### config.mk
export PLATFORM = sky130hd
export DESIGN_NAME = lzp_byte_compressor_top
export DESIGN_NICKNAME = d
export VERILOG_FILES = /design/src/hw/rtl/lzp_pkg.sv /design/src/hw/rtl/lzp_byte_compressor_top.sv /design/src/hw/rtl/lzp_front.sv /design/src/hw/rtl/lzp_tokq.sv /design/src/hw/rtl/lzp_back.sv
export VERILOG_INCLUDE_DIRS = /design/src /design/src/hw/rtl
export SDC_FILE = /design/constraint.sdc
export NUM_CORES = 2
export LEC_CHECK = 0
export BUFFER_PORTS_ARGS = -buffer_cell sky130_fd_sc_hd__buf_4
export CAP_MARGIN = 20
export CELL_PAD_IN_SITES_DETAIL_PLACEMENT = 0
export CELL_PAD_IN_SITES_GLOBAL_PLACEMENT = 1
export CORE_UTILIZATION = 25
export CTS_CLUSTER_SIZE = 24
export DETAILED_ROUTE_END_ITERATION = 8
export PLACE_DENSITY = 0.53
export SYNTH_ARGS = -nofsm -noshare
export SYNTH_HDL_FRONTEND = slang
export SYNTH_SLANG_ARGS = --single-unit
### constraint.sdc
create_clock -name i_clk -period 6.9 [get_ports i_clk]
set_input_delay 1.38 -clock i_clk [delete_from_list [all_inputs] [get_ports i_clk]]
set_output_delay 1.38 -clock i_clk [all_outputs]
set_load 0.01 [all_outputs]
### src/hw/rtl/lzp_byte_compressor_top_defines.svh
// Assertion macros for the LZP byte compressor.
// Used by lzp_byte_compressor_top; expects i_clk and i_rst_n in scope.
`ifndef LZP_BYTE_COMPRESSOR_TOP_DEFINES_SVH
`define LZP_BYTE_COMPRESSOR_TOP_DEFINES_SVH

// The condition on the right must hold in the same cycle as the one on the left.
`define LZP_ASSERT_IMP(label, ante, cons, msg) \
    label: assert property (@(posedge i_clk) disable iff (!i_rst_n) (ante) |-> (cons)) \
        else $error(msg);

// The condition on the right must hold in the cycle after the one on the left.
`define LZP_ASSERT_NXT(label, ante, cons, msg) \
    label: assert property (@(posedge i_clk) disable iff (!i_rst_n) (ante) |=> (cons)) \
        else $error(msg);

`endif

### src/hw/rtl/lzp_pkg.sv
// Shared types and constants for the LZP byte compressor.
// No dependencies; every RTL module of the block refers to it by scoped names.
`timescale 1ns / 1ps
`default_nettype none

package lzp_pkg;

    localparam int HASH_BITS    = 8;
    localparam int TABLE_SIZE   = 1 << HASH_BITS;
    localparam int HASH_SHIFT   = 3;
    localparam int GROUP_TOKENS = 8;
    localparam int GROUP_IDX_W  = 3;
    localparam int FILL_W       = 4;
    localparam int QUEUE_DEPTH  = 4;
    localparam int QUEUE_AW     = 2;

    localparam logic [7:0] RUN_LIMIT = 8'd255;
    localparam logic [7:0] END_RUN   = 8'd0;

    localparam logic OP_DATA = 1'b0;
    localparam logic OP_END  = 1'b1;

    // Tokens caused by one input item: an optional run token first, then an
    // optional second token (a literal, or the end marker run).
    typedef struct packed {
        logic       has_run;
        logic [7:0] run_len;
        logic       has_tok2;
        logic       tok2_is_run;
        logic [7:0] tok2_byte;
        logic       is_end;
    } t_tok_ent;

    typedef enum logic [1:0] {
        ST_IDLE,
        ST_TOK2,
        ST_MASK,
        ST_PAY
    } t_back_state;

endpackage

`default_nettype wire

### src/hw/rtl/lzp_byte_compressor_top.sv
// LZP byte compressor: the front end takes one byte per cycle unless the token queue is full,
// and passes tokens through its stage register into the queue. The packer adds one token per
// cycle while it is not sending a group and sends a full group in nine beats, so on a stream of
// literals the packer and its single output port set the rate.
// Reset is synchronous, active low; table valid bits clear at once, no clearing pass.
// Depends on lzp_pkg, lzp_front, lzp_tokq, lzp_back and the assertion macro header.
`timescale 1ns / 1ps
`default_nettype none
`include "lzp_byte_compressor_top_defines.svh"

module lzp_byte_compressor_top (
    input  wire logic       i_clk,
    input  wire logic       i_rst_n,
    input  wire logic       i_valid,
    output logic            o_ready,
    input  wire logic       i_op,
    input  wire logic [7:0] i_in_byte,
    output logic            o_out_valid,
    input  wire logic       i_out_ready,
    output logic [7:0]      o_out_byte,
    output logic            o_last_of_item,
    output logic            o_stream_end
);

    logic              q_push;
    logic              q_pop;
    logic              q_full;
    logic              q_empty;
    lzp_pkg::t_tok_ent q_in;
    lzp_pkg::t_tok_ent q_out;

    lzp_front u_front (
        .i_clk     (i_clk),
        .i_rst_n   (i_rst_n),
        .i_valid   (i_valid),
        .o_ready   (o_ready),
        .i_op      (i_op),
        .i_in_byte (i_in_byte),
        .o_push    (q_push),
        .o_ent     (q_in),
        .i_q_full  (q_full)
    );

    lzp_tokq u_tokq (
        .i_clk   (i_clk),
        .i_rst_n (i_rst_n),
        .i_push  (q_push),
        .i_ent   (q_in),
        .o_full  (q_full),
        .i_pop   (q_pop),
        .o_ent   (q_out),
        .o_empty (q_empty)
    );

    lzp_back u_back (
        .i_clk          (i_clk),
        .i_rst_n        (i_rst_n),
        .i_ent          (q_out),
        .i_q_empty      (q_empty),
        .o_pop          (q_pop),
        .o_out_valid    (o_out_valid),
        .i_out_ready    (i_out_ready),
        .o_out_byte     (o_out_byte),
        .o_last_of_item (o_last_of_item),
        .o_stream_end   (o_stream_end)
    );

    `LZP_ASSERT_IMP(a_push_not_full, q_push, !q_full, "token pushed into a full queue")
    `LZP_ASSERT_IMP(a_pop_not_empty, q_pop, !q_empty, "token popped from an empty queue")
    `LZP_ASSERT_IMP(a_end_is_last, o_out_valid && o_stream_end, o_last_of_item,
        "stream end beat not marked as last of its item")
    `LZP_ASSERT_NXT(a_push_fills, q_push && !q_pop, !q_empty, "queue empty after a push")

endmodule

`default_nettype wire

### src/hw/rtl/lzp_front.sv
// Front end: accepts bytes, looks up the prediction table, tracks runs and
// produces token entries. Depends on lzp_pkg.
`timescale 1ns / 1ps
`default_nettype none

module lzp_front (
    input  wire logic              i_clk,
    input  wire logic              i_rst_n,
    input  wire logic              i_valid,
    output logic                   o_ready,
    input  wire logic              i_op,
    input  wire logic [7:0]        i_in_byte,
    output logic                   o_push,
    output lzp_pkg::t_tok_ent      o_ent,
    input  wire logic              i_q_full
);

    logic [7:0]                   r_table [lzp_pkg::TABLE_SIZE];
    logic [lzp_pkg::TABLE_SIZE-1:0] r_valid;
    logic [lzp_pkg::HASH_BITS-1:0] r_hash;
    logic [lzp_pkg::HASH_BITS-1:0] n_hash;
    logic [lzp_pkg::HASH_BITS+7:0] hash_sum;
    logic [7:0]                   r_run;
    logic [7:0]                   n_run;

    logic                         r_s1_valid;
    logic                         r_s1_op;
    logic [7:0]                   r_s1_byte;
    logic [lzp_pkg::HASH_BITS-1:0] r_s1_addr;
    logic [7:0]                   r_s1_rd;
    logic                         r_s1_vld;
    logic                         r_s1_fw_hit;
    logic                         r_s1_fw_clr;
    logic [7:0]                   r_s1_fw_byte;

    logic                         accept;
    logic                         s1_fire;
    logic [7:0]                   pred;
    logic                         is_end;
    logic                         hit;
    logic                         miss;
    logic [7:0]                   run_inc;
    logic                         hit_limit;

    assign o_ready = !r_s1_valid || !i_q_full;
    assign accept  = i_valid && o_ready;
    assign s1_fire = r_s1_valid && !i_q_full;

    assign hash_sum = {5'b0, r_hash, 3'b0} + {{lzp_pkg::HASH_BITS{1'b0}}, i_in_byte};
    assign n_hash   = (i_op == lzp_pkg::OP_END) ? '0 : hash_sum[lzp_pkg::HASH_BITS-1:0];

    // The item one ahead writes the table in the cycle this item reads it, and
    // an end item clears it then; both cases are forwarded here.
    always_comb begin
        if (r_s1_fw_clr) begin
            pred = 8'd0;
        end else if (r_s1_fw_hit) begin
            pred = r_s1_fw_byte;
        end else if (r_s1_vld) begin
            pred = r_s1_rd;
        end else begin
            pred = 8'd0;
        end
    end

    assign is_end    = (r_s1_op == lzp_pkg::OP_END);
    assign hit       = !is_end && (r_s1_byte == pred);
    assign miss      = !is_end && !hit;
    assign run_inc   = r_run + 8'd1;
    assign hit_limit = hit && (run_inc == lzp_pkg::RUN_LIMIT);

    always_comb begin
        o_ent.has_run     = hit ? hit_limit : (r_run != 8'd0);
        o_ent.run_len     = hit ? lzp_pkg::RUN_LIMIT : r_run;
        o_ent.has_tok2    = !hit;
        o_ent.tok2_is_run = is_end;
        o_ent.tok2_byte   = is_end ? lzp_pkg::END_RUN : r_s1_byte;
        o_ent.is_end      = is_end;
        if (hit) begin
            n_run = hit_limit ? 8'd0 : run_inc;
        end else begin
            n_run = 8'd0;
        end
    end

    assign o_push = s1_fire && (o_ent.has_run || o_ent.has_tok2);

    always_ff @(posedge i_clk) begin
        if (!i_rst_n) begin
            r_hash     <= '0;
            r_run      <= 8'd0;
            r_s1_valid <= 1'b0;
            r_valid    <= '0;
        end else begin
            if (accept) begin
                r_hash <= n_hash;
            end
            if (s1_fire) begin
                r_run <= n_run;
            end
            if (accept) begin
                r_s1_valid <= 1'b1;
            end else if (s1_fire) begin
                r_s1_valid <= 1'b0;
            end
            if (s1_fire && is_end) begin
                r_valid <= '0;
            end else if (s1_fire && miss) begin
                r_valid[r_s1_addr] <= 1'b1;
            end
        end
    end

    always_ff @(posedge i_clk) begin
        if (s1_fire && miss) begin
            r_table[r_s1_addr] <= r_s1_byte;
        end
        if (accept) begin
            r_s1_rd <= r_table[r_hash];
        end
    end

    always_ff @(posedge i_clk) begin
        if (accept) begin
            r_s1_op      <= i_op;
            r_s1_byte    <= i_in_byte;
            r_s1_addr    <= r_hash;
            r_s1_vld     <= r_valid[r_hash];
            r_s1_fw_hit  <= s1_fire && miss && (r_s1_addr == r_hash);
            r_s1_fw_clr  <= s1_fire && is_end;
            r_s1_fw_byte <= r_s1_byte;
        end
    end

endmodule

`default_nettype wire

### src/hw/rtl/lzp_tokq.sv
// Short token queue between the front end and the group packer.
// Depends on lzp_pkg for the entry type and depth.
`timescale 1ns / 1ps
`default_nettype none

module lzp_tokq (
    input  wire logic              i_clk,
    input  wire logic              i_rst_n,
    input  wire logic              i_push,
    input  wire lzp_pkg::t_tok_ent i_ent,
    output logic                   o_full,
    input  wire logic              i_pop,
    output lzp_pkg::t_tok_ent      o_ent,
    output logic                   o_empty
);

    lzp_pkg::t_tok_ent           r_mem [lzp_pkg::QUEUE_DEPTH];
    logic [lzp_pkg::QUEUE_AW-1:0] r_wr;
    logic [lzp_pkg::QUEUE_AW-1:0] r_rd;
    logic [lzp_pkg::QUEUE_AW:0]   r_count;

    assign o_full  = (r_count == (lzp_pkg::QUEUE_AW+1)'(lzp_pkg::QUEUE_DEPTH));
    assign o_empty = (r_count == '0);
    assign o_ent   = r_mem[r_rd];

    always_ff @(posedge i_clk) begin
        if (!i_rst_n) begin
            r_wr    <= '0;
            r_rd    <= '0;
            r_count <= '0;
        end else begin
            if (i_push) begin
                r_wr <= r_wr + 1'b1;
            end
            if (i_pop) begin
                r_rd <= r_rd + 1'b1;
            end
            if (i_push && !i_pop) begin
                r_count <= r_count + 1'b1;
            end else if (!i_push && i_pop) begin
                r_count <= r_count - 1'b1;
            end
        end
    end

    always_ff @(posedge i_clk) begin
        if (i_push) begin
            r_mem[r_wr] <= i_ent;
        end
    end

endmodule

`default_nettype wire

### src/hw/rtl/lzp_back.sv
// Back end: packs tokens into groups and sends each group (mask beat, then
// payload beats) through an output register. Depends on lzp_pkg.
`timescale 1ns / 1ps
`default_nettype none

module lzp_back (
    input  wire logic              i_clk,
    input  wire logic              i_rst_n,
    input  wire lzp_pkg::t_tok_ent i_ent,
    input  wire logic              i_q_empty,
    output logic                   o_pop,
    output logic                   o_out_valid,
    input  wire logic              i_out_ready,
    output logic [7:0]             o_out_byte,
    output logic                   o_last_of_item,
    output logic                   o_stream_end
);

    lzp_pkg::t_back_state            r_state;
    lzp_pkg::t_back_state            n_state;
    lzp_pkg::t_tok_ent               r_ent;
    logic [7:0]                      r_pay [lzp_pkg::GROUP_TOKENS];
    logic [7:0]                      r_mask;
    logic [lzp_pkg::FILL_W-1:0]      r_fill;
    logic [lzp_pkg::GROUP_IDX_W-1:0] r_idx;
    logic                            r_more;
    logic                            r_emit_last;
    logic                            r_emit_end;
    logic                            r_o_valid;
    logic [7:0]                      r_o_byte;
    logic                            r_o_last;
    logic                            r_o_end;

    logic                            out_free;
    logic                            add_go;
    logic                            tok_is_run;
    logic [7:0]                      tok_byte;
    logic                            more;
    logic                            ent_end;
    logic [lzp_pkg::FILL_W-1:0]      fill_after;
    logic                            flush;
    logic [lzp_pkg::GROUP_IDX_W-1:0] slot;
    logic                            pay_last;
    logic                            load_out;
    logic [7:0]                      out_byte;
    logic                            out_last;
    logic                            out_end;
    logic                            emit_done;

    assign out_free   = !r_o_valid || i_out_ready;
    assign slot       = r_fill[lzp_pkg::GROUP_IDX_W-1:0];
    assign fill_after = r_fill + 1'b1;
    assign pay_last   = ({1'b0, r_idx} == (r_fill - 1'b1));

    always_ff @(posedge i_clk) begin
        if (!i_rst_n) begin
            r_state <= lzp_pkg::ST_IDLE;
        end else begin
            r_state <= n_state;
        end
    end

    always_comb begin
        n_state    = r_state;
        o_pop      = 1'b0;
        add_go     = 1'b0;
        tok_is_run = 1'b0;
        tok_byte   = 8'd0;
        more       = 1'b0;
        ent_end    = 1'b0;
        load_out   = 1'b0;
        out_byte   = 8'd0;
        out_last   = 1'b0;
        out_end    = 1'b0;
        emit_done  = 1'b0;
        flush      = 1'b0;
        unique case (r_state)
            lzp_pkg::ST_IDLE: begin
                if (!i_q_empty) begin
                    o_pop   = 1'b1;
                    add_go  = 1'b1;
                    more    = i_ent.has_run && i_ent.has_tok2;
                    ent_end = i_ent.is_end;
                    if (i_ent.has_run) begin
                        tok_is_run = 1'b1;
                        tok_byte   = i_ent.run_len;
                    end else begin
                        tok_is_run = i_ent.tok2_is_run;
                        tok_byte   = i_ent.tok2_byte;
                    end
                end
            end
            lzp_pkg::ST_TOK2: begin
                add_go     = 1'b1;
                tok_is_run = r_ent.tok2_is_run;
                tok_byte   = r_ent.tok2_byte;
                ent_end    = r_ent.is_end;
            end
            lzp_pkg::ST_MASK: begin
                if (out_free) begin
                    load_out = 1'b1;
                    out_byte = r_mask;
                    n_state  = lzp_pkg::ST_PAY;
                end
            end
            lzp_pkg::ST_PAY: begin
                if (out_free) begin
                    load_out = 1'b1;
                    out_byte = r_pay[r_idx];
                    out_last = pay_last && r_emit_last;
                    out_end  = pay_last && r_emit_end;
                    if (pay_last) begin
                        emit_done = 1'b1;
                        n_state   = r_more ? lzp_pkg::ST_TOK2 : lzp_pkg::ST_IDLE;
                    end
                end
            end
        endcase
        // A full group goes out at once; an end item also sends a partial one.
        if (add_go) begin
            flush = (fill_after == lzp_pkg::FILL_W'(lzp_pkg::GROUP_TOKENS)) ||
                    (!more && ent_end);
            if (flush) begin
                n_state = lzp_pkg::ST_MASK;
            end else if (more) begin
                n_state = lzp_pkg::ST_TOK2;
            end else begin
                n_state = lzp_pkg::ST_IDLE;
            end
        end
    end

    always_ff @(posedge i_clk) begin
        if (!i_rst_n) begin
            r_fill    <= '0;
            r_mask    <= 8'd0;
            r_o_valid <= 1'b0;
        end else begin
            if (add_go) begin
                r_fill <= fill_after;
                if (tok_is_run) begin
                    r_mask[slot] <= 1'b1;
                end
            end
            if (emit_done) begin
                r_fill <= '0;
                r_mask <= 8'd0;
            end
            if (load_out) begin
                r_o_valid <= 1'b1;
            end else if (i_out_ready) begin
                r_o_valid <= 1'b0;
            end
        end
    end

    always_ff @(posedge i_clk) begin
        if (add_go) begin
            r_pay[slot] <= tok_byte;
        end
        if (o_pop) begin
            r_ent <= i_ent;
        end
        if (add_go && flush) begin
            r_more      <= more;
            // The second token of a data item only opens a new group, so a group
            // sent by its first token already holds the item's last beat.
            r_emit_last <= !more || !ent_end;
            r_emit_end  <= ent_end && !more;
        end
        if (load_out) begin
            r_o_byte <= out_byte;
            r_o_last <= out_last;
            r_o_end  <= out_end;
            r_idx    <= (r_state == lzp_pkg::ST_MASK) ? '0 : r_idx + 1'b1;
        end
    end

    assign o_out_valid    = r_o_valid;
    assign o_out_byte     = r_o_byte;
    assign o_last_of_item = r_o_last;
    assign o_stream_end   = r_o_end;

endmodule

`default_nettype wire

---- Word-level counts from Yosys, hierarchy flattened ----
Memory sizes are Yosys's and may differ from the RTL's. A register that Yosys moved wholly into a read port is not among the register bits.
Index checks and enable logic that the tools add are counted.
storage, ports and cells
  bits in writable memories ............... 2192
  register bits after elaboration ......... 349
  memories kept ........................... 3
  logic and storage cells ................. 166
  output and inout port bits .............. 12
  bits of input ports ..................... 13
operators by class
  reductions and logical operators ........ 45
  equal/unequal tests ..................... 12
  muxes and demuxes ....................... 61
  add/subtract/negate cells ............... 9
  bitwise gates (word level) .............. 3
  order comparisons ....................... 5
memories
  name             words  width  read ports  clocked after memory_dff  write ports  line             source
  u_front.r_table  256    8      1           1                         1            lzp_front.sv:18  logic [7:0] r_table [lzp_pkg::TABLE_SIZE];
  u_tokq.r_mem     4      20     1           1                         1            lzp_tokq.sv:17   lzp_pkg::t_tok_ent r_mem [lzp_pkg::QUEUE_DEPTH];
  u_back.r_pay     8      8      1           1                         1            lzp_back.sv:22   logic [7:0] r_pay [lzp_pkg::GROUP_TOKENS];
operators by type and width
  kind                                                               number
  OR 256 bit                                                         1
  2-to-1 mux 8 bit                                                   12
  one-hot mux 8 bit (2 select lines)                                 2
  2-to-1 mux 1 bit                                                   29
  logical AND 1 bit                                                  18
  less-than comparator 8 x 9 -> 1 bit, second input constant         2
  equality test 8 bit                                                2
  2-to-1 mux 2 bit                                                   7
  2-to-1 mux 3 bit                                                   4
  zero test 1 bit                                                    9
  inequality test 3 x 1 -> 1 bit, second input constant              3
  adder 8 x 1 -> 8 bit, second input constant                        1
  adder 8 bit                                                        1
  binary-select mux 1 bit (select 8 bit)                             1
  demux 1 bit (select 8 bit)                                         1
  equality test 8 bit, second input constant                         1
  greater-or-equal comparator 8 x 1 -> 1 bit, second input constant  1
  OR 8 bit                                                           1
  nonzero test 8 bit                                                 1
  adder 3 x 1 -> 3 bit, second input constant                        2
  one-hot mux 1 bit (2 select lines)                                 3
  nonzero test 2 bit                                                 3
  OR reduction 2 bit                                                 3
  logical OR 1 bit                                                   5
  other kinds (19)                                                   22

---- Longest topological paths before layout ----
  depth in word-level cells ............... 13
  depth in mapped cells ................... 14
  gate-level depth less buffers ........... 12

---- Hierarchy ----
A second synthesis with hierarchy kept.
unflattened totals
  cell total of the unflattened synthesis .. 5446
  area total of the unflattened synthesis .. 100639.0 um^2
by module, submodules not included
  module     area each (um^2)  seq. area each (um^2)  times used  cells an instance
  lzp_front  92765.2           68045.3                1           4999
  lzp_back   4543.1            3062.9                 1           300
  lzp_tokq   3330.7            2582.5                 1           147

---- Worst setup path after synthesis ----
OpenSTA, ideal clock, no wires.
  path kind ............................... flip-flop to flip-flop
  from .................................... register u_front.r_s1_byte[5]
  to ...................................... register u_tokq.r_count[2] in the netlist's numbering
  data required time ...................... 6.830 ns
  period minus slack after synthesis ...... 5.858 ns
  data arrival time ....................... 5.787 ns
  library setup time ...................... 0.070 ns
  buffers on the path ..................... 2
  stages on the path, launching flop included .. 14
  path slack .............................. 1.042 ns
  cells stage by stage .................... edfxtp_1 > inv_1 > a221oi_1 > nor4_1 > and4_1 > buf_6 > buf_6 > a21oi_4 > ha_1 > inv_1 > fa_1 > xor2_1 > or3_1 > a21oi_1
on the way
  word-level cells in the longest chain between the ends .. 9
  elaborated cells on any way between the ends .. 12
  classes of those cells .................. 1 x eq/ne; 2 x mux; 9 x reduce/logical
RTL lines
  item                          line                           source
  start: declaration            lzp_front.sv:28                logic [7:0] r_s1_byte;
  start signal: assignment      lzp_front.sv:126               r_s1_byte <= i_in_byte;
  equality test 8 bit *         lzp_front.sv:67                assign hit = !is_end && (r_s1_byte == pred);
  logical AND 1 bit *           lzp_front.sv:67
  logical AND 1 bit             lzp_front.sv:70                assign hit_limit = hit && (run_inc == lzp_pkg::RUN_LIMIT);
  2-to-1 mux 1 bit              lzp_front.sv:73                o_ent.has_run = hit ? hit_limit : (r_run != 8'd0);
  logical OR 1 bit *            lzp_front.sv:86                assign o_push = s1_fire && (o_ent.has_run || o_ent.has_tok2);
  logical AND 1 bit *           lzp_front.sv:86
  net q_push                    lzp_byte_compressor_top.sv:25  logic q_push;
  zero test 1 bit               lzp_tokq.sv:40                 end else if (!i_push && i_pop) begin
  logical AND 1 bit             lzp_tokq.sv:40
  nonzero test 2 bit (no line)  --
  end signal: assignment        lzp_tokq.sv:39                 r_count <= r_count + 1'b1;
  end signal: assignment        lzp_tokq.sv:41                 r_count <= r_count - 1'b1;
  end: declaration              lzp_tokq.sv:20                 logic [lzp_pkg::QUEUE_AW:0] r_count;
The timed path passes the listed nets; every way through them passes the cells marked *.
A chain may end at the register's enable or synchronous reset.

==> flow_summary_export.csv <==
group,metric,value,unit
run_status,outcome,"complete, no violations",
setup_path,crit_type,"reg -> reg",
job,cap_violations,0,
min_path,hp-class,"reg -> reg",
placed_design,dpl.hpwl,169,mm
power_and_ir_drop,pwr-share-clk,43.2,%
cts,clkTransAtPathRegs,0.07,ns
logic_synthesis,async_reset_ff_share,0,%
setup_path,timing.rr.start,"u_front.r_hash[0]",
logic_synthesis,synthFlopType,"edfxtp_1",
cts,clock-root-buffer,"clkbuf_16",
min_path,hp-start,"u_front.r_valid[131]",
setup_path,cpMostUsedCell,"a211oi_1",
finish,fin_cells,10900,
setup_path,reg2regPathDepth,7,
placed_design,place_ws,2.33,ns
finish,fin_area,117000,µm²
logic_synthesis,yosys-top-cells-count,"2249 x edfxtp_1, 497 x mux4_2, 300 x dfxtp_1",
cts,clock_sinks,2549,
power_and_ir_drop,power_density,302,nW/µm²
setup_path,crit_slowest_cell,"dfxtp_4",
floorplan,die_h,637,µm
setup_path,crit_arrival,5.12,ns
min_path,min_delay_worst_endpoint,"u_front.r_valid[131]",
timing,rsz0062_at_grt,"false",
timing,setup_tns,0,ns
route,dr.pass1.iters,5,
logic_synthesis,yosysTopAreaCell,"edfxtp_1",
min_path,whs_path_depth,1,
logic_synthesis,ys.warnings.count,0,
setup_path,path_buf_inv,1,
timing,slew_violations,0,
timing,setup_viol,0,
cts,cts_setup_buffers,0,
logic_synthesis,yosysMostFrequentCell,"edfxtp_1",
cts,cts_tree,"built",
cts,cts_made_buffers,285,
timing,setup_ws,2.33,ns
setup_path,reg2reg_to,"u_front.r_s1_rd[3]",
route,drcViolationCount,0,
power_and_ir_drop,p_switching,8.28,mW
power_and_ir_drop,total_leakage_power,34.5,nW
logic_synthesis,syn_area_per_cell,19.3,µm²
power_and_ir_drop,internal-power,26.9,mW
logic_synthesis,ys_seq_area_share,73.0,%
logic_synthesis,syn_area,101000,µm²
timing,clock.fmax,219,MHz
grt,grt-ovfl-total,0,
route,wl_per_cell,26.0,µm
placed_design,place_area,107000,µm²
placed_design,gp_congestion,0.793,
logic_synthesis,synth_top_area_share,67.0,%
timing,hold_violations,0,
cts,ctsHoldBuffers,0,
logic_synthesis,postSynthCellCount,5221,
power_and_ir_drop,pwr-share-comb,7.3,%
floorplan,chipWidth,637,µm
grt,grt_pass1_wl,404,mm
timing,finalCritPeriodShare,66.3,%
setup_path,cp_slowest_stage_delay,1.06,ns
placed_design,dp.cells,10300,
logic_synthesis,synth_enable_flop_cells,2249,
grt,grt_start_max_net_pins,180,
setup_path,cp-start-kind,"flop",
setup_path,cp_top_family,"compound AO/OA/AOI/OAI gates",
grt,grt_antenna_before_repair,4,
setup_path,endpoint_kind,"flop",
power_and_ir_drop,p_total,35.2,mW
finish,fin_nets,5400,
floorplan,die_area,406000,µm²
logic_synthesis,synthTopCellsByArea,"edfxtp_1 67%, mux4_2 11%, dfxtp_1 6.0%, mux2i_1 2.5%, nor3_2 2.1%",
logic_synthesis,yosys.cell_types.count,77,
timing,worstMarginPinSlew,1.22,ns
logic_synthesis,ys_ff_latch,2549,
logic_synthesis,syn_nets,5251,
cts,htree_levels,5,
timing,finalClockSkew,0.0421,ns
setup_path,r2r_slack,2.33,ns
floorplan,fp-row-count,232,
route,ant_nets,0,
route,via_per_inst,4.73,
finish,syn2layout_area_growth,15.8,%
timing,slew_headroom,19.0,%
finish,drive_above_1_share,25.8,%
setup_path,path_max_fanout,30,
cts,clock_latency,0.90,ns
floorplan,io_pins,25,
grt,grt_pass1_vias,52400,
cts,cts_buffer_depth,4,
cts,cts_resized,0,
floorplan,coreArea,400000,µm²
timing,fin_crit,4.57,ns
placed_design,io_buffers,24,
floorplan,initial_core_util,25.2,%
finish,final_util,29.1,%
route,vias,51500,
route,first_iter_violations,4613,
route,routed_wl,283,mm
setup_path,crit_required,7.45,ns
setup_path,cp_cell_sequence,"buf_4 > nor2b_1 > and3_1 > a211oi_1 > a31oi_1 > a211oi_1 > nor4_1",
grt,globalRouteTotalUtil,13.6,%
timing,whs,0.457,ns
finish,fillers,39000,
power_and_ir_drop,seqPwrFrac,49.5,%
power_and_ir_drop,ir_worst_vdd,182,µV
power_and_ir_drop,p_sw_share,23.5,%
==> power groups by stage <==
stage,logic [mW],clock network [mW],registers [mW]
global placement,2.58,0,17.7
CTS,2.63,15.5,17.4
global route,2.77,16.1,17.4
detailed placement,2.63,0,17.8
floorplan,1.51,0,17.8
finish,2.57,15.2,17.4
==> layer usage <==
layer,GRT usage (%),up-vias,share of wire (%)
met2,21.8,1476,47
met5,0,-,0
li1,-,21900,-
met3,2.05,349,5.4
met4,3.69,0,2.5
met1,19.2,27700,45
==> logic make-up (layout without fill, tap and decap cells) <==
group	after synthesis	after routing	share of synthesized area (%)
AO/OA/AOI/OAI	833	833	6.00
XOR/XNOR	28	28	0.243
adder cells (fa/ha/maj)	17	17	0.226
buffers and inverters	381	768	2.35
flip-flops	2549	2549	73.0
multiplexers	756	756	13.7
other	0	2	0
AND/OR/NAND/NOR	657	657	4.51
==> layout make-up <==
cell class | count | area, µm² | area share, %
Sequential cell | 2549 | 73600 | 63.1
Multi-Input combinational cell | 2291 | 25000 | 21.5
Clock buffer | 375 | 7880 | 6.76
Tap cell | 5265 | 6590 | 5.65
Timing Repair Buffer | 215 | 1970 | 1.69
Clock inverter | 150 | 1500 | 1.28
Inverter | 28 | 105 | 0.0901
Antenna cell | 2 | 5.00 | 0.00429
==> sequential cells by signal, summed over array words and instances (netlist names), 2 cells and up, named ones only <==
signal / cells
u_front.r_s1_byte: 8
u_back.r_state: 2
u_tokq.r_count: 3
u_tokq.r_rd: 2
u_front.r_table: 2048
u_front.r_s1_addr: 8
u_front.r_s1_rd: 8
u_back.r_pay: 64
u_tokq.r_wr: 2
u_front.r_valid: 256
u_front.r_s1_fw_byte: 8
u_tokq.r_mem: 76
u_back.r_idx: 3
u_back.o_out_byte: 8
u_front.r_hash: 8
u_back.r_fill: 4
u_back.r_ent: 9
u_back.r_mask: 8
u_front.r_run: 8
==> worst reg2reg max path: stages (launching register included) <==
cell and delay (ns):
dfxtp_4 1.06, buf_4 0.65, nor2b_1 0.40, and3_1 0.40, a211oi_1 0.28, a31oi_1 0.18
a211oi_1 0.96, nor4_1 0.30
==> how the worst max path moves through the flow <==
| stage | endpoint | slack (ns) | depth (start not counted) | from |
|---|---|---|---|---|
| after detailed placement | u_front.r_valid[71] | 2.33 | 8 | u_front.r_s1_byte[6] |
| after CTS | u_front.r_s1_rd[3] | 2.29 | 7 | u_front.r_hash[0] |
| final | u_front.r_s1_rd[3] | 2.33 | 7 | u_front.r_hash[0] |
| after global routing | u_front.r_s1_rd[3] | 2.26 | 7 | u_front.r_hash[0] |
| after floorplan | u_tokq.r_count[2] | 1.04 | 13 | u_front.r_s1_byte[5] |
| after global placement | u_front.r_s1_rd[6] | 2.04 | 8 | u_front.r_hash[1] |
==> layout by cell type, fill, tap and decap left out, types with 12 or more instances in the layout <==
cell,Yosys,routed
nor2_1,94,88
clkinv_2,0,51
buf_4,34,183
clkbuf_16,0,293
a221oi_1,39,39
clkbuf_8,0,24
ha_1,15,15
clkinv_1,2,40
o221ai_1,50,50
a22oi_1,136,136
nand3b_1,13,13
inv_1,25,25
nand3_1,27,24
buf_12,12,20
a21oi_1,126,125
nor4_1,33,26
nor2b_1,26,24
o22ai_1,44,44
and2_1,13,12
o21ai_0,40,40
mux4_2,497,497
clkbuf_1,117,58
o21a_1,258,258
xor2_1,18,18
bufinv_16,0,20
mux2i_1,255,255
a31oi_1,16,16
edfxtp_1,2249,2249
nor3_1,78,71
nand2_1,76,74
a211oi_1,36,35
a22o_1,14,14
nor3_2,215,222
dfxtp_1,300,294
clkinvlp_4,0,12
Note: power is estimated with default switching activity, not from simulation.
